--- src/rtl/core/tscd_pkg.sv ---
`timescale 1ns / 1ps
// ----------------------------------------------------------------------------
// tscd_pkg
// Shared types, codes and helpers of the timestamped sample cluster decoder.
// ----------------------------------------------------------------------------
package tscd_pkg;

	localparam int EVENT_W       = 16;
	localparam int EVENTS        = 7;
	localparam int COUNT_W       = 18;
	localparam int IN_TDATA_W    = 128;
	localparam int OUT_TDATA_W   = 40;
	localparam int QUEUE_DEPTH   = 2;
	localparam int CHUNK_W       = 15;
	localparam int POS_W         = 9;

	// Register indexes on the configuration port.
	localparam logic [1:0] REG_SAMPLE_MODE      = 2'd0;
	localparam logic [1:0] REG_TRIGGER_ENABLE   = 2'd1;
	localparam logic [1:0] REG_TRIGGER_CHUNK    = 2'd2;
	localparam logic [1:0] REG_TRIGGER_POSITION = 2'd3;

	// Sample modes: 16 probes, 8 probes; everything else decodes as 4 probes.
	localparam logic [1:0] MODE_16 = 2'd0;
	localparam logic [1:0] MODE_8  = 2'd1;

	// Result kinds on tuser.
	localparam logic KIND_SAMPLE = 1'b0;
	localparam logic KIND_MARKER = 1'b1;

	typedef struct packed {
		logic [1:0]         mode;
		logic               trig_en;
		logic [CHUNK_W-1:0] trig_chunk;
		logic [POS_W-1:0]   trig_pos;
	} cfg_t;

	// One classified cluster, as handed from the front to the back.
	typedef struct packed {
		logic [1:0]                     lg;
		logic                           pad_valid;
		logic [COUNT_W-1:0]             pad_len;
		logic [EVENT_W-1:0]             pad_value;
		logic                           trig_valid;
		logic [2:0]                     trig_before;
		logic [EVENTS-1:0][EVENT_W-1:0] events;
	} entry_t;

	// log2 of the samples per event.
	function automatic logic [1:0] spe_log2(input logic [1:0] mode);
		logic [1:0] lg;
		case (mode)
			MODE_16: lg = 2'd0;
			MODE_8:  lg = 2'd1;
			default: lg = 2'd2;
		endcase
		return lg;
	endfunction

	// Picks sample k out of an interleaved event word.
	function automatic logic [EVENT_W-1:0] deinterleave(input logic [EVENT_W-1:0] ev,
		input logic [1:0] lg, input logic [1:0] k);
		logic [EVENT_W-1:0] s;
		s = '0;
		case (lg)
			2'd0: s = ev;
			2'd1: for (int l = 0; l < 8; l++) s[l] = ev[4'(2 * l) + 4'(k)];
			default: for (int l = 0; l < 4; l++) s[l] = ev[4'(4 * l) + 4'(k)];
		endcase
		return s;
	endfunction

endpackage

--- src/rtl/core/tscd_front.sv ---
`timescale 1ns / 1ps
// ----------------------------------------------------------------------------
// tscd_front
// Accepts clusters, works out the pad run and the trigger marker place, and
// keeps the timestamp, last sample and chunk counters.
// ----------------------------------------------------------------------------
module tscd_front import tscd_pkg::*; #(
	parameter int CLUSTERS_PER_CHUNK = 64
) (
	input  logic                  clk,
	input  logic                  arst_n,
	input  cfg_t                  cfg,
	input  logic                  s_tvalid,
	output logic                  s_tready,
	input  logic [IN_TDATA_W-1:0] s_tdata,
	input  logic                  full,
	output logic                  push,
	output entry_t                entry
);

	localparam int CW   = (CLUSTERS_PER_CHUNK > 1) ? $clog2(CLUSTERS_PER_CHUNK) : 1;
	localparam int CMPW = (CW > 7) ? CW : 7;

	logic [EVENT_W-1:0]             prev_ts_q;
	logic [EVENT_W-1:0]             prev_sample_q;
	logic [CW-1:0]                  cluster_q;
	logic [CHUNK_W-1:0]             chunk_q;
	logic                           first_q;

	logic [EVENT_W-1:0]             ts;
	logic [EVENTS-1:0][EVENT_W-1:0] events;
	logic [1:0]                     lg;
	logic [EVENT_W-1:0]             gap;
	logic [COUNT_W-1:0]             pad_base;
	logic [POS_W-1:0]               pos_adj;
	logic [18:0]                    prod;
	logic [6:0]                     quo;
	logic [POS_W-1:0]               quo7;
	logic [2:0]                     rem;
	logic [CMPW-1:0]                quo_x;
	logic [CMPW-1:0]                cluster_x;

	assign ts = s_tdata[EVENT_W-1:0];
	always_comb begin
		for (int j = 0; j < EVENTS; j++) begin
			events[j] = s_tdata[EVENT_W*(j+1) +: EVENT_W];
		end
	end

	assign s_tready = !full;
	assign push     = s_tvalid && s_tready;
	assign lg       = spe_log2(cfg.mode);

	// Pad run covers the timestamp gap beyond one cluster, in samples.
	assign gap      = ts - prev_ts_q;
	assign pad_base = {2'b00, gap - 16'(EVENTS)};

	// Trigger place: position / 7 by reciprocal (exact for 9-bit values).
	always_comb begin
		if (cfg.mode == MODE_16) begin
			pos_adj = (cfg.trig_pos >= 9'(EVENTS)) ? cfg.trig_pos - 9'(EVENTS) : '0;
		end else begin
			pos_adj = cfg.trig_pos;
		end
	end
	assign prod      = 19'(pos_adj) * 19'd293;
	assign quo       = prod[17:11];
	assign quo7      = 9'({2'b00, quo} * 9'd7);
	assign rem       = 3'(pos_adj - quo7);
	assign quo_x     = CMPW'(quo);
	assign cluster_x = CMPW'(cluster_q);

	always_comb begin
		entry.lg          = lg;
		entry.pad_valid   = !first_q && (gap > 16'(EVENTS));
		entry.pad_len     = pad_base << lg;
		entry.pad_value   = prev_sample_q;
		entry.trig_valid  = cfg.trig_en && (chunk_q == cfg.trig_chunk) && (quo_x == cluster_x);
		if (cfg.mode == MODE_16) begin
			entry.trig_before = rem;
		end else begin
			entry.trig_before = (rem >= 3'd3) ? rem - 3'd3 : 3'd0;
		end
		entry.events      = events;
	end

	always_ff @(posedge clk or negedge arst_n) begin
		if (!arst_n) begin
			prev_ts_q     <= '0;
			prev_sample_q <= '0;
			cluster_q     <= '0;
			chunk_q       <= '0;
			first_q       <= 1'b1;
		end else if (push) begin
			prev_ts_q     <= ts;
			prev_sample_q <= deinterleave(events[EVENTS-1], lg, ~(2'b11 << lg));
			first_q       <= 1'b0;
			if (cluster_q == CW'(CLUSTERS_PER_CHUNK - 1)) begin
				cluster_q <= '0;
				chunk_q   <= chunk_q + 1'b1;
			end else begin
				cluster_q <= cluster_q + 1'b1;
			end
		end
	end

endmodule

--- src/rtl/core/tscd_queue.sv ---
`timescale 1ns / 1ps
// ----------------------------------------------------------------------------
// tscd_queue
// Short queue of classified clusters between the front and the back.
// ----------------------------------------------------------------------------
module tscd_queue import tscd_pkg::*; (
	input  logic   clk,
	input  logic   arst_n,
	input  logic   push,
	input  entry_t wr_entry,
	output logic   full,
	input  logic   pop,
	output logic   head_valid,
	output entry_t head
);

	localparam int PW = $clog2(QUEUE_DEPTH);

	entry_t          mem_q [QUEUE_DEPTH];
	logic [PW-1:0]   wr_ptr_q;
	logic [PW-1:0]   rd_ptr_q;
	logic [PW:0]     count_q;

	assign full       = (count_q == (PW+1)'(QUEUE_DEPTH));
	assign head_valid = (count_q != '0);
	assign head       = mem_q[rd_ptr_q];

	always_ff @(posedge clk) begin
		if (push) begin
			mem_q[wr_ptr_q] <= wr_entry;
		end
	end

	always_ff @(posedge clk or negedge arst_n) begin
		if (!arst_n) begin
			wr_ptr_q <= '0;
			rd_ptr_q <= '0;
			count_q  <= '0;
		end else begin
			if (push) begin
				wr_ptr_q <= (wr_ptr_q == PW'(QUEUE_DEPTH - 1)) ? '0 : wr_ptr_q + 1'b1;
			end
			if (pop) begin
				rd_ptr_q <= (rd_ptr_q == PW'(QUEUE_DEPTH - 1)) ? '0 : rd_ptr_q + 1'b1;
			end
			if (push && !pop) begin
				count_q <= count_q + 1'b1;
			end else if (pop && !push) begin
				count_q <= count_q - 1'b1;
			end
		end
	end

endmodule

--- src/rtl/core/tscd_back.sv ---
`timescale 1ns / 1ps
// ----------------------------------------------------------------------------
// tscd_back
// Walks one classified cluster: pad run, decoded samples and the trigger
// marker, one result per cycle into the output register while it has room.
// ----------------------------------------------------------------------------
module tscd_back import tscd_pkg::*; (
	input  logic                   clk,
	input  logic                   arst_n,
	input  logic                   head_valid,
	input  entry_t                 head,
	output logic                   pop,
	output logic                   m_tvalid,
	input  logic                   m_tready,
	output logic [OUT_TDATA_W-1:0] m_tdata,
	output logic                   m_tuser,
	output logic                   m_tlast
);

	logic                   pad_done_q;
	logic                   mark_done_q;
	logic [4:0]             si_q;
	logic                   m_tvalid_q;
	logic [OUT_TDATA_W-1:0] m_tdata_q;
	logic                   m_tuser_q;
	logic                   m_tlast_q;

	logic                   advance;
	logic                   emit_pad;
	logic                   emit_mark;
	logic                   last_sample;
	logic [4:0]             nsamp_m1;
	logic [2:0]             ev_sel;
	logic [1:0]             sub;
	logic [EVENT_W-1:0]     sample;

	assign advance     = head_valid && (!m_tvalid_q || m_tready);
	assign emit_pad    = head.pad_valid && !pad_done_q;
	assign emit_mark   = head.trig_valid && !mark_done_q && (si_q == {2'b00, head.trig_before});
	assign nsamp_m1    = 5'((5'd7 << head.lg) - 5'd1);
	assign last_sample = (si_q == nsamp_m1);
	assign ev_sel      = 3'(si_q >> head.lg);
	assign sub         = si_q[1:0] & ~(2'b11 << head.lg);
	assign sample      = deinterleave(head.events[ev_sel], head.lg, sub);
	assign pop         = advance && !emit_pad && !emit_mark && last_sample;

	assign m_tvalid = m_tvalid_q;
	assign m_tdata  = m_tdata_q;
	assign m_tuser  = m_tuser_q;
	assign m_tlast  = m_tlast_q;

	always_ff @(posedge clk or negedge arst_n) begin
		if (!arst_n) begin
			pad_done_q  <= 1'b0;
			mark_done_q <= 1'b0;
			si_q        <= '0;
			m_tvalid_q  <= 1'b0;
		end else begin
			if (m_tready && !advance) begin
				m_tvalid_q <= 1'b0;
			end
			if (advance) begin
				m_tvalid_q <= 1'b1;
				if (emit_pad) begin
					pad_done_q <= 1'b1;
				end else if (emit_mark) begin
					mark_done_q <= 1'b1;
				end else if (last_sample) begin
					pad_done_q  <= 1'b0;
					mark_done_q <= 1'b0;
					si_q        <= '0;
				end else begin
					si_q <= si_q + 1'b1;
				end
			end
		end
	end

	// Result payload, loaded whenever a new result enters the output register.
	always_ff @(posedge clk) begin
		if (advance) begin
			if (emit_pad) begin
				m_tuser_q <= KIND_SAMPLE;
				m_tlast_q <= 1'b0;
				m_tdata_q <= {6'd0, head.pad_len, head.pad_value};
			end else if (emit_mark) begin
				m_tuser_q <= KIND_MARKER;
				m_tlast_q <= 1'b0;
				m_tdata_q <= '0;
			end else begin
				m_tuser_q <= KIND_SAMPLE;
				m_tlast_q <= last_sample;
				m_tdata_q <= {6'd0, 18'd1, sample};
			end
		end
	end

endmodule

--- src/rtl/core/timestamped_sample_cluster_decoder_unit.sv ---
`timescale 1ns / 1ps
// ----------------------------------------------------------------------------
// timestamped_sample_cluster_decoder_unit
// Decodes capture clusters into pad runs, samples and trigger markers.
// ----------------------------------------------------------------------------
//  Channel   Dir  Handshake             Payload
//  s_*       in   s_tvalid / s_tready   cluster: timestamp and seven events
//  m_*       out  m_tvalid / m_tready   result: sample, run or marker
//  cfg_*     in   cfg_valid / cfg_ready register index and write data
//
// The result side gives one result per cycle while the receiver takes it;
// a cluster yields 7, 14 or 28 samples by sample mode, plus one result for
// a pad run and one for a marker. The back sequencer and its output register
// set that rate; the front takes a new request while the two-entry queue has
// room, and a cluster's results pass from the queue into the output register.
// Reset is asynchronous and clears all control state; no clearing pass.
// Either side may stall at any time without loss.
// ----------------------------------------------------------------------------
module timestamped_sample_cluster_decoder_unit import tscd_pkg::*; #(
	parameter int CLUSTERS_PER_CHUNK = 64
) (
	input  logic                   clk,
	input  logic                   arst_n,
	input  logic                   s_tvalid,
	output logic                   s_tready,
	// timestamp, event_zero .. event_six, 16 bits each
	input  logic [IN_TDATA_W-1:0]  s_tdata,
	output logic                   m_tvalid,
	input  logic                   m_tready,
	// sample_value [15:0], repeat_count [33:16], zeros above
	output logic [OUT_TDATA_W-1:0] m_tdata,
	// kind
	output logic                   m_tuser,
	output logic                   m_tlast,
	input  logic                   cfg_valid,
	output logic                   cfg_ready,
	input  logic [1:0]             cfg_index,
	input  logic [CHUNK_W-1:0]     cfg_data
);

	cfg_t   cfg_q;
	logic   push;
	logic   full;
	logic   pop;
	logic   head_valid;
	entry_t wr_entry;
	entry_t head;

	assign cfg_ready = 1'b1;

	always_ff @(posedge clk or negedge arst_n) begin
		if (!arst_n) begin
			cfg_q <= '0;
		end else if (cfg_valid && cfg_ready) begin
			unique case (cfg_index)
				REG_SAMPLE_MODE:      cfg_q.mode       <= cfg_data[1:0];
				REG_TRIGGER_ENABLE:   cfg_q.trig_en    <= cfg_data[0];
				REG_TRIGGER_CHUNK:    cfg_q.trig_chunk <= cfg_data;
				REG_TRIGGER_POSITION: cfg_q.trig_pos   <= cfg_data[POS_W-1:0];
			endcase
		end
	end

	tscd_front #(
		.CLUSTERS_PER_CHUNK(CLUSTERS_PER_CHUNK)
	) u_front (
		.clk      (clk),
		.arst_n   (arst_n),
		.cfg      (cfg_q),
		.s_tvalid (s_tvalid),
		.s_tready (s_tready),
		.s_tdata  (s_tdata),
		.full     (full),
		.push     (push),
		.entry    (wr_entry)
	);

	tscd_queue u_queue (
		.clk        (clk),
		.arst_n     (arst_n),
		.push       (push),
		.wr_entry   (wr_entry),
		.full       (full),
		.pop        (pop),
		.head_valid (head_valid),
		.head       (head)
	);

	tscd_back u_back (
		.clk        (clk),
		.arst_n     (arst_n),
		.head_valid (head_valid),
		.head       (head),
		.pop        (pop),
		.m_tvalid   (m_tvalid),
		.m_tready   (m_tready),
		.m_tdata    (m_tdata),
		.m_tuser    (m_tuser),
		.m_tlast    (m_tlast)
	);

endmodule

--- config.mk ---
export PLATFORM = sky130hd
export DESIGN_NAME = timestamped_sample_cluster_decoder_unit
export DESIGN_NICKNAME = d
export VERILOG_FILES = /design/src/rtl/core/tscd_pkg.sv /design/src/rtl/core/tscd_front.sv /design/src/rtl/core/tscd_queue.sv /design/src/rtl/core/tscd_back.sv /design/src/rtl/core/timestamped_sample_cluster_decoder_unit.sv
export SDC_FILE = /design/constraint.sdc
export NUM_CORES = 1
export LEC_CHECK = 0
export ABC_AREA = 1
export BUFFER_PORTS_ARGS = -buffer_cell sky130_fd_sc_hd__clkbuf_2
export CAP_MARGIN = 0
export CORE_MARGIN = 2
export CORE_UTILIZATION = 55
export DETAILED_ROUTE_END_ITERATION = 10
export PLACE_DENSITY = 0.77
export REMOVE_ABC_BUFFERS = 1
export SLEW_MARGIN = 20
export SYNTH_ARGS = -nofsm -noshare
export SYNTH_HDL_FRONTEND = slang
export SYNTH_HIERARCHICAL = 1
export SYNTH_SLANG_ARGS = --single-unit
--- constraint.sdc ---
create_clock -name clk -period 7.85 [get_ports clk]
set_clock_uncertainty 0.1 [all_clocks]
set_input_delay 1.57 -clock clk [delete_from_list [all_inputs] [get_ports clk]]
set_output_delay 1.57 -clock clk [all_outputs]
set_load 0.05 [all_outputs]
==> out/summary.md <==
The run gives 15,500 as the via count of the first global-routing pass. In this run the worst setup path terminates at u_queue/mem_q[0][114]. The logs give 0.88 ns for the reg-to-reg setup timing slack and 23,200 sq um for the area of the mapped netlist. In the routed layout, each cell is associated on average with a via count of 5.55.

In the final timing run, aggregate negative setup slack is 0 ns. After the flow finishes, the layout carries non-filler instances totaling 2,794. The flow ran to the end, and the final reports show no timing, DRC or antenna violations. The number of hold buffers added after CTS was 0.

Power comes to 11.9 mW. The count of nets left with antenna violations once routing finished came out at 0. Startpoint of the worst-slack reg-to-reg timing path: cfg_q[26]. The final antenna diode count was 0; the critical path's largest stage delay was 0.48 ns. Measured along the x axis, the die boundary spans 209 um. Of all flip-flops after synthesis, the portion carrying an async set or reset was 21.4%.

The number of max-capacitance violations reported is 0, and the cell leakage power is 11.0 nW. Power spread over the standard cell area amounts to 471 nW/um^2. Sorting the synthesized cells by how often they occur yields 391 x sky130_fd_sc_hd__nand2_1, 342 x sky130_fd_sc_hd__edfxtp_1, 218 x sky130_fd_sc_hd__inv_1. The reg-to-reg endpoint was u_queue/mem_q[0][114]. Of all nets on the critical path, the largest fanout is 25. In the synthesized netlist the dominant register cell turns out to be sky130_fd_sc_hd__edfxtp_1. The required time at the endpoint of the critical path was 8.08 ns; the total core area was 41,900 sq um. The die is 209 um tall.

After clock tree synthesis, the clock-pin slew on the worst setup and hold paths is 0.06 ns. The tools report the total global-route track usage as 23.7%. 195 I/O pins were placed. The tightest min-delay check is of the reg2reg type. The global-route wire length before repair is 82.0 mm. Setup repair after global routing left no endpoint under its margin. Input and output buffers added on the ports amount to 187. The number of flops mapped to enable cells by yosys is 342, and the transition time at the pin with the least slew margin is 0.926 ns. Clock latency on the worst-skew pair, taken at its later pin, is 0.59 ns.

Buffers inserted during clock tree synthesis total 45. Post-CTS repair changed the size of 0 cells. For the final net count, the log shows 2,449. Before antenna repair, the detailed router went through 8 iterations.

CTS built an H-tree with a depth of 2. The total half-perimeter wirelength after legalization and detailed placement was 35.6 mm; the initial core utilization was 55.5%. Compared with the post-synthesis result, the final layout area differs by 8.69%. Fill cells in the final layout number 3,365. During synthesis, Yosys emitted a total of 6 warnings. For the total overflow reported by the global router, the log shows 0. sky130_fd_sc_hd__edfxtp_1 takes more of the synthesized area than any other cell. In the routed design, unresolved DRC markers number 0. TritonCTS sink count: 435.

In this run the worst setup path begins at cfg_q[26]. The number of different library cells used by synthesis comes to 58. The worst setup path is of the reg2reg kind. The largest individual stage delay along the critical path comes from the cell sky130_fd_sc_hd__fa_1.

Setup violations remaining at the end of the flow were counted as 0. Dividing the detail-routed wire length by the instance count gives 18.5 um. The post-CTS setup buffer count is 0. The most numerous cell in the Yosys netlist is sky130_fd_sc_hd__nand2_1. The tools report the data arrival time at the worst-slack endpoint as 7.20 ns. The tools report the initial antenna violation count as 1. The run gives 23,700 sq um as the standard cell area after detailed placement.

The final period utilization was 88.8%. The final critical path time including I/O delays and setup works out to 6.97 ns. The peak supply drop was 0.365 mV; the routed wire length was 51.6 mm. The part of the Yosys area used for sequential elements is 54.2%, and the post-synthesis cell count is 2,154.

STA classifies the critical path endpoint as a register. Count of routing violations after the opening detailed-route iteration: 1,253. TritonCTS built the clock tree. STA classifies the critical path startpoint as a register. The tree is rooted in a sky130_fd_sc_hd__clkbuf_16. In the final layout, the share of cells above drive strength 1 is 22.5%. A synthesized cell averages 10.8 sq um. Row count: 75.

The tools report the fmax as 0.143 GHz. The hold violation count in the final report was 0. The number of slew-limit violations in the final report came out at 0. The tools report the placer congestion estimate as 0.966.

The number of synthesized register bits is 435. The final worst hold slack was 0.371 ns; the worst slew margin relative to its limit was 38.3%. The tools report the number of vias after detailed routing as 15,500.

Number of instances in the placed design: 2,710. Of the post-synthesis cell area, the dominant cell type holds 44.2%. Measured in cells, the most critical reg-to-reg path has a length of 30. The floorplan step defined a die boundary enclosing 43,900 sq um. Once layout is done, the placed cells without fillers occupy 25,200 sq um. After synthesis, the cell types taking the most area are sky130_fd_sc_hd__edfxtp_1 44%, sky130_fd_sc_hd__dfrtp_1 9.9%, sky130_fd_sc_hd__nand2_1 6.3%, sky130_fd_sc_hd__nand3_1 4.6%, sky130_fd_sc_hd__mux2_2 4.5%. The largest net degree at the start of global routing is 109. The clock passes through at most 3 buffers.
## stage by stage
step           utilization [%]  setup WS (ns)
6_report                  60.3          0.880
5_1_grt                   60.3          0.316
3_5_place_dp              56.6          0.925
3_3_place_gp              56.6           1.13
4_1_cts                   60.3          0.905
2_1_floorplan                -          -1.86
## power by group
group	internal [mW]	leakage, nW	switching, mW	total [mW]
sequential	3.41	4.36	0.288	3.70
clock	1.30	0.754	0.920	2.22
combinational	2.07	5.93	3.88	5.96
## registers in the layout, summed over array words and instances, names as in the netlist, 2 cells and up
register	flops
cfg_q	27
u_back/m_tdata	34
u_back/si_q	5
u_front/chunk_q	15
u_front/cluster_q	6
u_front/prev_sample_q	16
u_front/prev_ts_q	16
u_queue/count_q	2
u_queue/mem_q	306
## layout by cell type (no fill, tap or decap), types with 36 or more instances in the layout
cell	count
sky130_fd_sc_hd__inv_1	216
sky130_fd_sc_hd__nor2_1	103
sky130_fd_sc_hd__mux2_4	60
sky130_fd_sc_hd__edfxtp_1	342
sky130_fd_sc_hd__nand3b_1	41
sky130_fd_sc_hd__clkbuf_16	45
sky130_fd_sc_hd__a21oi_1	38
sky130_fd_sc_hd__clkbuf_2	186
sky130_fd_sc_hd__o21ai_0	63
sky130_fd_sc_hd__nand2_1	391
sky130_fd_sc_hd__dfrtp_1	91
sky130_fd_sc_hd__nand3_1	214
sky130_fd_sc_hd__xor2_1	36
sky130_fd_sc_hd__nand4_1	49
sky130_fd_sc_hd__ha_1	72
sky130_fd_sc_hd__mux2_2	93
## per-layer routing
layer | GRT usage, % | routed length, um | part of all wire, % | vias to the layer above
li1 | - | - | - | 7375
met1 | 31.5 | 21800 | 42 | 7473
met2 | 40.0 | 25000 | 48 | 567
met3 | 4.47 | 3420 | 6.6 | 98
met4 | 6.85 | 1360 | 2.6 | 0
met5 | 0 | 0 | 0 | -
## layout make-up
class / instances / area [sq um] / area share [%]
Clock inverter: 24 / 322 / 1.27
Timing Repair Buffer: 201 / 1060 / 4.18
Sequential cell: 435 / 12600 / 49.9
Clock buffer: 60 / 1250 / 4.96
Inverter: 233 / 880 / 3.48
Tap cell: 539 / 674 / 2.67
Multi-Input combinational cell: 1302 / 8460 / 33.5
## kinds of logic after synthesis
logic type | synth area share, %
AND/OR/NAND/NOR | 17.7
adder cells (fa/ha/maj) | 4.65
XOR/XNOR | 2.05
buffers and inverters | 9.45
flip-flops | 54.2
AO/OA/AOI/OAI | 3.38
other | 0.0323
multiplexers | 8.47
## worst min path at each step
stage,cells past startpoint,endpoint,startpoint,slack (ns)
after detailed placement,2,u_front/first_q,u_front/first_q,0.35
after global routing,0,u_queue/mem_q[0][128],u_front/prev_sample_q[12],0.38
final,1,u_front/chunk_q[5],u_front/chunk_q[5],0.37
after floorplan,2,u_front/first_q,u_front/first_q,0.34
after CTS,1,u_front/chunk_q[5],u_front/chunk_q[5],0.37
after global placement,2,u_front/first_q,u_front/first_q,0.35
## critical path: cells and delay by family, from the launching register on
family                     cells  cell delay [ns]
buffers and inverters          2             0.13
AOI/OAI and AO/OA              1             0.44
adders and majority gates      7             2.45
xor gates and xnor gates       5             0.85
DFF                            1             0.43
and+or+nand+nor               15             2.32
Note: power is estimated with default switching activity, not from simulation.
